$ cat config.mk
export PLATFORM = sky130hd
export DESIGN_NAME = adc_average_to_seven_segment_digits_flat
export DESIGN_NICKNAME = d
export VERILOG_FILES = /design/src/hw/rtl/adcseg_pkg.sv /design/src/hw/rtl/adcseg_if.sv /design/src/hw/rtl/adcseg_digit_ser.sv /design/src/hw/rtl/adc_average_to_seven_segment_digits.sv /design/src/flat_wrapper.sv
export SDC_FILE = /design/constraint.sdc
export NUM_CORES = 1
export LEC_CHECK = 0
export BUFFER_PORTS_ARGS = -buffer_cell sky130_fd_sc_hd__buf_2
export CAP_MARGIN = 20
export CORE_MARGIN = 1.5
export CORE_UTILIZATION = 65
export CTS_BUF_LIST = sky130_fd_sc_hd__clkbuf_16
export CTS_CLUSTER_DIAMETER = 200
export CTS_CLUSTER_SIZE = 25
export DETAILED_ROUTE_END_ITERATION = 16
export GPL_TIMING_DRIVEN = 0
export MAX_ROUTING_LAYER = met4
export PLACE_DENSITY = 0.85
export SLEW_MARGIN = 25
export SYNTH_ARGS = -nofsm -noshare
export SYNTH_HDL_FRONTEND = slang
export SYNTH_SLANG_ARGS = --single-unit
$ cat constraint.sdc
create_clock -name clk -period 8.54 [get_ports clk]
set_input_delay 1.281 -clock clk [delete_from_list [all_inputs] [get_ports clk]]
set_output_delay 1.281 -clock clk [all_outputs]
set_load 0.1 [all_outputs]
$ cat src/hw/rtl/adcseg_pkg.sv
package adcseg_pkg;

	// Field and register widths
	localparam int SampleW    = 12;
	localparam int SampleBits = 12;
	localparam int GainW      = 17;
	localparam int OffsetW    = 24;
	localparam int CfgIndexW  = 2;
	localparam int CfgDataW   = 24;
	localparam int SegW       = 8;
	localparam int PosW       = 2;
	localparam int DigitW     = 4;
	localparam int NumDigits  = 4;

	// Scaling arithmetic
	localparam int FracBits = 16;
	localparam int ProdW    = SampleBits + GainW;
	localparam int ScaledW  = ProdW - FracBits;
	localparam int ValueW   = 14;
	localparam int CmpW     = (ScaledW > ValueW) ? ScaledW : ValueW;
	localparam int MaxValue = 9999;

	// Reciprocal of ten for values below 16384: floor(v * 6554 / 65536)
	localparam int RecipW     = 13;
	localparam int RecipTen   = 6554;
	localparam int RecipShift = 16;
	localparam int RecipProdW = ValueW + RecipW;

	// Register reset values
	localparam logic [GainW-1:0]   GainReset   = GainW'(62312);
	localparam logic [OffsetW-1:0] OffsetReset = OffsetW'(2700945);

	typedef enum logic [CfgIndexW-1:0] {
		REG_GAIN   = CfgIndexW'(0),
		REG_OFFSET = CfgIndexW'(1)
	} cfg_reg_t;

	typedef struct packed {
		logic [ValueW-1:0] quot;
		logic [DigitW-1:0] rem;
	} div10_t;

	// Split off the lowest decimal digit
	function automatic div10_t div10(input logic [ValueW-1:0] v);
		logic [RecipProdW-1:0] p;
		logic [ValueW-1:0]     q;
		logic [ValueW-1:0]     q10;
		div10_t                r;
		p = RecipProdW'(v) * RecipProdW'(RecipTen);
		q = ValueW'(p >> RecipShift);
		q10 = (q << 3) + (q << 1);
		r.quot = q;
		r.rem = DigitW'(v - q10);
		return r;
	endfunction

	// Segment pattern of one digit, bit 7 is segment a
	function automatic logic [SegW-1:0] seg_pattern(input logic [DigitW-1:0] d);
		logic [SegW-1:0] s;
		unique case (d)
			4'd0: s = 8'hFC;
			4'd1: s = 8'h60;
			4'd2: s = 8'hDA;
			4'd3: s = 8'hF2;
			4'd4: s = 8'h66;
			4'd5: s = 8'hB6;
			4'd6: s = 8'hBE;
			4'd7: s = 8'hE0;
			4'd8: s = 8'hFE;
			4'd9: s = 8'hE6;
			default: s = 8'h00;
		endcase
		return s;
	endfunction

endpackage

$ cat src/hw/rtl/adcseg_if.sv
interface adcseg_sample_if
	import adcseg_pkg::*;
	();
	logic               valid;
	logic               ready;
	logic [SampleW-1:0] sample;

	modport source (output valid, output sample, input ready);
	modport sink (input valid, input sample, output ready);
endinterface

interface adcseg_digit_if
	import adcseg_pkg::*;
	();
	logic            valid;
	logic            ready;
	logic [SegW-1:0] segments;
	logic [PosW-1:0] digit_position;
	logic            last;

	modport source (output valid, output segments, output digit_position, output last,
		input ready);
	modport sink (input valid, input segments, input digit_position, input last,
		output ready);
endinterface

$ cat src/hw/rtl/adcseg_digit_ser.sv
module adcseg_digit_ser
	import adcseg_pkg::*;
(
	input  logic              clk,
	input  logic              arst_n,
	input  logic              ld_valid,
	output logic              ld_ready,
	input  logic [ValueW-1:0] ld_value,
	adcseg_digit_if.source    digits
);

	logic              busy_q;
	logic [PosW-1:0]   pos_q;
	logic              last_q;
	logic [SegW-1:0]   seg_q;
	logic [ValueW-1:0] rest_q;

	logic              free;
	logic              step;
	logic              load;
	logic [ValueW-1:0] src;
	div10_t            dv;
	logic [PosW-1:0]   pos_next;

	// Free when empty or when the thousands transaction completes
	assign free     = !busy_q || (digits.ready && last_q);
	assign step     = busy_q && digits.ready && !last_q;
	assign load     = ld_valid && free;
	assign ld_ready = free;

	// Peel one decimal digit per transaction
	assign src      = step ? rest_q : ld_value;
	assign dv       = div10(src);
	assign pos_next = pos_q + PosW'(1);

	// Control
	always_ff @(posedge clk or negedge arst_n) begin
		if (!arst_n) begin
			busy_q <= 1'b0;
			pos_q  <= '0;
			last_q <= 1'b0;
		end else if (load) begin
			busy_q <= 1'b1;
			pos_q  <= '0;
			last_q <= 1'b0;
		end else if (step) begin
			pos_q  <= pos_next;
			last_q <= (pos_next == PosW'(NumDigits - 1));
		end else if (free) begin
			busy_q <= 1'b0;
		end
	end

	// Payload
	always_ff @(posedge clk) begin
		if (load || step) begin
			seg_q  <= seg_pattern(dv.rem);
			rest_q <= dv.quot;
		end
	end

	assign digits.valid          = busy_q;
	assign digits.segments       = seg_q;
	assign digits.digit_position = pos_q;
	assign digits.last           = last_q;

endmodule

$ cat src/hw/rtl/adc_average_to_seven_segment_digits.sv
// Running-average ADC readout for a four-digit seven-segment display.
// Channels: samples (valid/ready, one ADC sample per transaction) and
// digits (valid/ready, one segment byte per transaction with its digit
// position and a last flag). Configuration: cfg_we/cfg_index/cfg_wdata
// write the gain (index 0) and offset (index 1) in Q16; other indexes
// are ignored. Write them only while the block is idle.
// Each sample updates the running average, is scaled, clamped to
// 0..9999 and leaves as four transactions: ones, tens, hundreds, then
// thousands with last set.
// The ones digit passes the average, product and value stages and the
// serializer output register before it is presented.
// The single digit channel carries four transactions per sample and so
// sets the sample rate; a three-stage pipeline in front of the digit
// serializer takes samples every cycle until it fills.
// Reset clears the average to 0, loads the default gain and offset and
// empties the pipeline. When the receiver stalls, the current digit is
// held, the pipeline fills, and then samples.ready drops.
module adc_average_to_seven_segment_digits
	import adcseg_pkg::*;
(
	input  logic                 clk,
	input  logic                 arst_n,
	input  logic                 cfg_we,
	input  logic [CfgIndexW-1:0] cfg_index,
	input  logic [CfgDataW-1:0]  cfg_wdata,
	adcseg_sample_if.sink        samples,
	adcseg_digit_if.source       digits
);

	logic [GainW-1:0]      gain_q;
	logic [OffsetW-1:0]    offset_q;
	logic [SampleBits-1:0] avg_q;

	logic                  valid_s1;
	logic [SampleBits-1:0] avg_s1;
	logic                  valid_s2;
	logic [ProdW-1:0]      prod_s2;
	logic                  valid_s3;
	logic [ValueW-1:0]     value_s3;

	logic                  ld_ready;
	logic                  take1;
	logic                  take2;
	logic                  take3;
	logic                  in_acc;
	logic [SampleBits-1:0] sample_m;
	logic [SampleBits:0]   avg_sum;
	logic [SampleBits-1:0] avg_next;
	logic [ProdW-1:0]      offset_ext;
	logic [ProdW-1:0]      diff;
	logic [ScaledW-1:0]    scaled;
	logic [ValueW-1:0]     value_next;

	// Configuration registers
	always_ff @(posedge clk or negedge arst_n) begin
		if (!arst_n) begin
			gain_q   <= GainReset;
			offset_q <= OffsetReset;
		end else if (cfg_we) begin
			unique case (cfg_reg_t'(cfg_index))
				REG_GAIN:   gain_q   <= GainW'(cfg_wdata);
				REG_OFFSET: offset_q <= OffsetW'(cfg_wdata);
				default: ;
			endcase
		end
	end

	// Stall chain: a stage takes new data when empty or when it moves on
	assign take3         = !valid_s3 || ld_ready;
	assign take2         = !valid_s2 || take3;
	assign take1         = !valid_s1 || take2;
	assign samples.ready = take1;
	assign in_acc        = samples.valid && take1;

	// Running average update
	assign sample_m = SampleBits'(samples.sample);
	assign avg_sum  = {1'b0, sample_m} + {1'b0, avg_q};
	assign avg_next = avg_sum[SampleBits:1];

	always_ff @(posedge clk or negedge arst_n) begin
		if (!arst_n) begin
			avg_q <= '0;
		end else if (in_acc) begin
			avg_q <= avg_next;
		end
	end

	// Subtract offset, drop the fraction, clamp to the display range
	assign offset_ext = ProdW'(offset_q);
	assign diff       = prod_s2 - offset_ext;
	assign scaled     = diff[ProdW-1:FracBits];

	always_comb begin
		if (prod_s2 < offset_ext) begin
			value_next = '0;
		end else if (CmpW'(scaled) > CmpW'(MaxValue)) begin
			value_next = ValueW'(MaxValue);
		end else begin
			value_next = ValueW'(scaled);
		end
	end

	// Pipeline valid bits
	always_ff @(posedge clk or negedge arst_n) begin
		if (!arst_n) begin
			valid_s1 <= 1'b0;
			valid_s2 <= 1'b0;
			valid_s3 <= 1'b0;
		end else begin
			if (take1) valid_s1 <= in_acc;
			if (take2) valid_s2 <= valid_s1;
			if (take3) valid_s3 <= valid_s2;
		end
	end

	// Pipeline payload
	always_ff @(posedge clk) begin
		if (in_acc) avg_s1 <= avg_next;
		if (take2 && valid_s1) prod_s2 <= ProdW'(avg_s1) * ProdW'(gain_q);
		if (take3 && valid_s2) value_s3 <= value_next;
	end

	// Digit serializer and output register
	adcseg_digit_ser u_digit_ser (
		.clk      (clk),
		.arst_n   (arst_n),
		.ld_valid (valid_s3),
		.ld_ready (ld_ready),
		.ld_value (value_s3),
		.digits   (digits)
	);

endmodule

$ cat src/flat_wrapper.sv
// flat-port wrapper written by rule: the top's interface ports become plain ports
module adc_average_to_seven_segment_digits_flat import adcseg_pkg::*;
  (clk, arst_n, cfg_we, cfg_index, cfg_wdata, samples_valid, samples_sample, samples_ready, digits_valid, digits_segments, digits_digit_position, digits_last, digits_ready);
  adcseg_sample_if samples_i ();
  adcseg_digit_if digits_i ();
  input  logic clk;
  input  logic arst_n;
  input  logic cfg_we;
  input  logic [CfgIndexW-1:0] cfg_index;
  input  logic [CfgDataW-1:0] cfg_wdata;
  input wire logic [$bits(samples_i.valid)-1:0] samples_valid;
  input wire logic [$bits(samples_i.sample)-1:0] samples_sample;
  output wire logic [$bits(samples_i.ready)-1:0] samples_ready;
  output wire logic [$bits(digits_i.valid)-1:0] digits_valid;
  output wire logic [$bits(digits_i.segments)-1:0] digits_segments;
  output wire logic [$bits(digits_i.digit_position)-1:0] digits_digit_position;
  output wire logic [$bits(digits_i.last)-1:0] digits_last;
  input wire logic [$bits(digits_i.ready)-1:0] digits_ready;
  assign samples_i.valid = samples_valid;
  assign samples_i.sample = samples_sample;
  assign samples_ready = samples_i.ready;
  assign digits_valid = digits_i.valid;
  assign digits_segments = digits_i.segments;
  assign digits_digit_position = digits_i.digit_position;
  assign digits_last = digits_i.last;
  assign digits_i.ready = digits_ready;
  adc_average_to_seven_segment_digits u_core (.clk(clk), .arst_n(arst_n), .cfg_we(cfg_we), .cfg_index(cfg_index), .cfg_wdata(cfg_wdata), .samples(samples_i), .digits(digits_i));
endmodule
==> metrics.yaml, run 1 <==
run_status:
  status: "complete, no violations"
detailed_routing:
  post_drt_wl_per_cell_um: 17.4
  avgViaCountPerCell: 5.66
  drcViolationCount: 0
  first_pass_iters: 6
  drt_iter0_drc: 721
  wl_um: 34600
  vias: 11300
  antenna_left: 0
yosys:
  async_flop_share_pct: 45.5
  ys_warn_count: 0
  synth_ff_type: "edfxtp_1"
  synth.net_count: 2021
  synthDistinctLibCells: 68
  netlist_area_mm2: 0.0156
  synth_cells: 1584
  syn_area_per_cell_um2: 9.82
  synth_area_leader_cell: "fa_1"
  synth-seq-cells: 132
  synthTopCellsByArea: "fa_1 25%, ha_1 16%, edfxtp_1 14%"
  synth_top_area_share_pct: 24.8
  synth-edff-count: 72
  ys_seq_area_share_pct: 23.7
clocking:
  cts_tree: "yes"
  clock_sinks: 132
  clkLatencyLatePin_ns: 0.44
  max-clock-path-buffers: 2
  post-cts-setup-buffers: 0
  holdBufCountCts: 0
  path_clk_slew_ns: 0.07
  ctsHtreeMaxLevel: 4
  cts_inserted_buffers: 17
  post_cts_resized: 0
  root_buffer: "clkbuf_16"
placed_design:
  io_buffers: 54
  dp_hpwl_um: 27600
  globalplace.congestion: 0.944
grt:
  overflow: 0
  grt_pass1_wl_um: 57200
  track_usage_pct: 30.9
  first_global_vias: 12100
  grt_max_degree: 52
  grt_antenna_before_repair: 0
setup_path:
  crit_fanout: 10
  crit_arrival_ns: 7.76
  critPathLaunchType: "input pin"
  reg2reg_from: "u_core.u_digit_ser.digits.valid"
  r2r_end: "u_core.u_digit_ser.digits.segments[5]"
  r2r_slack_ns: 1.23
  crit_type: "in2reg"
  path_buf_inv: 6
  cp_top_family: "adder cells"
  cp_slowest_stage_delay_ns: 0.51
  required_ns: 8.71
  crit_path_top_delay_cell: "fa_1"
  cp_num_cells: 25
  r2r_cells: 25
  cp-end-kind: "register"
layout:
  regArea_mm2: 0.00369
  nFillCells: 1588
  mostFrequentLayoutCell: "inv_1"
  drive_gt1_share_pct: 10.6
  antenna_cells: 0
  multiInputGateArea_mm2: 0.0105
  area.growth.synth_to_final_pct: 8.48
  fin_nets: 2096
  layout_common_cells: "327 x inv_1, 202 x nand2_1, 201 x ha_1"
timing:
  fin_skew_ns: 0.0174
  min_period_over_period_pct: 88.9
  tightest_slew_ns: 1.02
  finalHoldViolCount: 0
  rsz0062_at_grt: "no"
  slew_violations: 0
  final.setup.tns_ns: 0
  setup_viol: 0
  fmax_mhz: 132
  max_slew_margin_pct: 31.8
  fin_crit_ns: 7.59
floorplan:
  coreArea_mm2: 0.0235
  num_rows: 56
  dieHeight_um: 158
  die_area_mm2: 0.0249
  fp.dieW_um: 158
  num_io_pins: 56
  start_util_pct: 66.3
hold_path:
  hold_class: "reg2reg"
  hold_end: "u_core.avg_q[9]"
  whs_path_depth: 2
  holdCritStartpoint: "u_core.avg_q[9]"
job:
  maxCapViolations: 0
==> worst max path at each step <==
stage                            start                                     to  slack (ns)
final                     digits_ready  u_core.u_digit_ser.digits.segments[5]        0.95
after CTS                 digits_ready  u_core.u_digit_ser.digits.segments[7]        1.01
after global placement    digits_ready  u_core.u_digit_ser.digits.segments[1]        0.69
after detailed placement  digits_ready  u_core.u_digit_ser.digits.segments[7]        0.58
after floorplan           digits_ready  u_core.u_digit_ser.digits.segments[1]        1.59
after global routing      digits_ready  u_core.u_digit_ser.digits.segments[5]        0.59
==> layout make-up <==
cell class | instances | share of cell area, %
flip-flops and latches | 132 | 21.8
inverters | 327 | 7.27
clock buffers | 17 | 2.52
clock inverters | 15 | 1.00
repair buffers | 56 | 1.82
well taps | 319 | 2.36
multi-input cells | 1084 | 62.2
plain buffers | 41 | 0.934
==> worst register-to-register path: stages, from the launching register on <==
cell	delay (ns)
dfrtp_1	0.47
and2b_1	0.22
nand2_2	0.18
buf_1	0.50
mux2_2	0.49
ha_1	0.35
inv_1	0.07
fa_1	0.49
inv_1	0.05
fa_1	0.45
fa_1	0.51
inv_1	0.05
fa_1	0.47
inv_1	0.04
ha_1	0.28
nand2_1	0.05
o21ai_0	0.43
nor2_1	0.19
o21ai_0	0.18
and3_1	0.23
ha_1	0.30
a21oi_1	0.16
mux2i_1	0.10
xnor2_1	0.18
xnor2_2	0.45
mux2i_1	0.15
==> kinds of logic (layout without fill, tap and decap cells) <==
group | after synthesis | after routing | synth area share [%]
buffers and inverters | 368 | 456 | 8.90
AOI/OAI and AO/OA | 154 | 154 | 6.28
xor gates and xnor gates | 48 | 48 | 2.75
muxes | 66 | 66 | 4.72
DFF | 132 | 132 | 23.7
and+or+nand+nor | 421 | 421 | 12.6
other | 1 | 1 | 0.0241
adders and majority gates | 394 | 394 | 41.0
==> per-stage QoR <==
step                setup slack [ns]  hold WS [ns]  utilization [%]  instances  instance area (um2)
floorplan                       1.59         0.449                -       1584                15600
global placement               0.692         0.460             69.1       1957                16200
detailed placement             0.581         0.473             69.4       1959                16300
CTS                             1.01         0.493             71.9       1991                16900
global route                   0.590         0.521             71.9       1991                16900
finish                         0.946         0.489             71.9       1991                16900
==> cell usage after synthesis, drive strengths merged (3+ instances only) <==
library cell and count:
a2111oi 3, a211oi 7, a21boi 5, a21o 7, a21oi 45, a22o 4, a31oi 11, and2 74
and3 5, buf 3, clkbuf 38, dfrtp 41, dfstp 19, edfxtp 72, fa 193, ha 201
inv 327, mux2 53, mux2i 13, nand2 203, nand2b 12, nand3 13, nand4 7, nor2 61
nor2b 13, nor3 17, o2111ai 3, o211ai 5, o21a 9, o21ai 38, o31ai 3, or2 4
xnor2 37, xor2 11
==> layer usage <==
| layer | wire length (um) | vias up | share of wire (%) | GRT usage (%) |
|---|---|---|---|---|
| li1 | - | 5199 | - | - |
| met1 | 13800 | 5561 | 40 | 36.2 |
| met2 | 17000 | 388 | 49 | 51.2 |
| met3 | 2150 | 115 | 6.2 | 5.69 |
| met4 | 1630 | 0 | 4.7 | 15.9 |
| met5 | 0 | - | 0 | - |
==> flip-flops by register name (all words and copies together), names as in the netlist, 2 cells and up <==
signal                                    flops
u_core.u_digit_ser.digits.digit_position      2
u_core.avg_s1                                12
u_core.value_s3                              13
u_core.u_digit_ser.digits.segments            7
u_core.avg_q                                 12
u_core.offset_q                              24
u_core.prod_s2                               29
u_core.gain_q                                17
u_core.u_digit_ser.rest_q                    11
Power of run 1 is left out: the tool's default activity adds up to more than one toggle a clock period on the data nets, which glitch-free logic cannot reach.
==> run 2, diff against run 1 <==
- CORE_UTILIZATION: 65 -> 40
- PLACE_DENSITY: 0.85 -> 0.58
==> metrics.yaml, run 2 (same netlist as run 1, synthesis figures left out) <==
layout:
  regMostFlops: "u_core.prod_s2"
  nFillCells: 3727  # +130%
  fin_nets: 2096  # unchanged
  area.growth.synth_to_final_pct: 10.0
  reg.largest.list: "u_core.prod_s2 x29, u_core.offset_q x24, u_core.gain_q x17"
  largest_register_ff_count: 29  # unchanged
  mostFrequentLayoutCell: "inv_1"
  drive_gt1_share_pct: 10.4  # -0.18 points
  layout_common_cells: "330 x inv_1, 202 x nand2_1, 201 x ha_1"
timing:
  max_slew_margin_pct: 44.2  # +12 points
  fin_skew_ns: 0.0163  # -0.00112 ns
  rsz0062_at_grt: "no"
  fin_crit_ns: 7.49  # -0.108 ns
  final.setup.tns_ns: 0  # unchanged
  fmax_mhz: 134  # +1.4%
  min_period_over_period_pct: 87.7  # -1.3 points
  finalHoldViolCount: 0  # unchanged
  setup_viol: 0  # unchanged
  slew_violations: 0  # unchanged
  tightest_slew_ns: 0.816  # -0.206 ns
detailed_routing:
  antenna_left: 0  # unchanged
  drcViolationCount: 0  # unchanged
  wl_um: 34600  # about the same
  vias: 10800  # -4.5%
  first_pass_iters: 5  # -1
  avgViaCountPerCell: 4.91  # -13%
  post_drt_wl_per_cell_um: 15.8  # -9.2%
  drt_iter0_drc: 481  # -33%
setup_path:
  cp_top_family: "adder cells"
  required_ns: 8.70  # about the same
  crit_type: "in2reg"
  crit_path_top_delay_cell: "fa_1"
  critPathLaunchType: "input pin"
  cp_slowest_stage_delay_ns: 0.50  # about the same
  crit_fanout: 10  # unchanged
  crit_arrival_ns: 7.64  # -0.12 ns
  r2r_cells: 25  # unchanged
  cp-end-kind: "register"
  cp_num_cells: 25  # unchanged
  path_buf_inv: 6  # unchanged
hold_path:
  hold_class: "reg2reg"
  whs_path_depth: 1  # -1
floorplan:
  dieHeight_um: 200  # +27%
  die_area_mm2: 0.0401  # +61%
  start_util_pct: 40.4  # -26 points
  coreArea_mm2: 0.0386  # +64%
  num_io_pins: 56  # unchanged
  num_rows: 72  # +29%
  fp.dieW_um: 200  # +27%
grt:
  grt_pass1_wl_um: 58600  # +2.5%
  grt_antenna_before_repair: 1  # +1
  overflow: 0  # unchanged
  track_usage_pct: 19.1  # -12 points
  first_global_vias: 11600  # -4.7%
  grt_max_degree: 38  # -27%
job:
  maxCapViolations: 0  # unchanged
clocking:
  root_buffer: "clkbuf_16"
  cts_tree: "yes"
  post_cts_resized: 0  # unchanged
  cts_inserted_buffers: 17  # unchanged
  holdBufCountCts: 0  # unchanged
  max-clock-path-buffers: 2  # unchanged
  post-cts-setup-buffers: 0  # unchanged
  path_clk_slew_ns: 0.07  # about the same
  clock_sinks: 132  # unchanged
  clkLatencyLatePin_ns: 0.43  # about the same
  ctsHtreeMaxLevel: 4  # unchanged
placed_design:
  globalplace.congestion: 0.885  # -6.2%
  io_buffers: 54  # unchanged
  dp_hpwl_um: 28300  # +2.5%
run_status:
  status: "complete, no violations"
==> run 2: layout make-up <==
class | instances | area [um2] | area share (%)
diodes | 1 | 2.50 | 0.0146
plain buffers | 41 | 159 | 0.928
clock buffers | 17 | 425 | 2.48
clock inverters | 15 | 165 | 0.965
inverters | 327 | 1230 | 7.17
multi-input cells | 1084 | 10500 | 61.4
flip-flops and latches | 132 | 3690 | 21.5
well taps | 518 | 648 | 3.79
repair buffers | 56 | 300 | 1.75
==> run 2: worst paths after layout <==
path,from,endpoint,slack [ns]
worst max-delay path,digits_ready,u_core.u_digit_ser.digits.segments[7],1.05
worst min-delay path,u_core.valid_s1,u_core.valid_s2,0.47
worst max register to register,u_core.u_digit_ser.digits.valid,u_core.u_digit_ser.digits.segments[7],1.36
worst min register to register,u_core.valid_s1,u_core.valid_s2,0.47
max in group asynchronous,arst_n,u_core.offset_q[21],7.08
min in group asynchronous,arst_n,u_core.avg_q[9],0.82
==> run 2: metrics by stage <==
stage	hold slack (ns)	cells	cell area (um2)	setup WS [ns]	utilization, %
CTS	0.481	2190	17100	0.991	44.4
finish	0.475	2191	17100	1.05	44.4
global placement	0.463	2156	16500	0.569	42.7
global route	0.510	2191	17100	0.633	44.4
detailed placement	0.472	2158	16500	0.546	42.9
floorplan	0.449	1584	15600	1.59	-
==> run 2: per-layer routing <==
| layer | vias to the layer above | wire length [um] | global-route usage, % |
|---|---|---|---|
| met5 | - | 0 | - |
| met4 | 0 | 859 | 5.87 |
| met3 | 38 | 1130 | 3.08 |
| met2 | 149 | 16700 | 31.8 |
| met1 | 5372 | 15900 | 23.8 |
| li1 | 5195 | - | - |
==> run 2: worst reg2reg max path: cells and delay by family (launching register included) <==
kind                     cells  cell delay [ns]
AO/OA/AOI/OAI                3             0.71
XOR/XNOR                     2             0.61
adder cells (fa/ha/maj)      7             2.85
buffers and inverters        5             0.69
flip-flops                   1             0.47
multiplexers                 3             0.75
AND/OR/NAND/NOR              5             0.85
Power of run 2 is left out for the same reason.
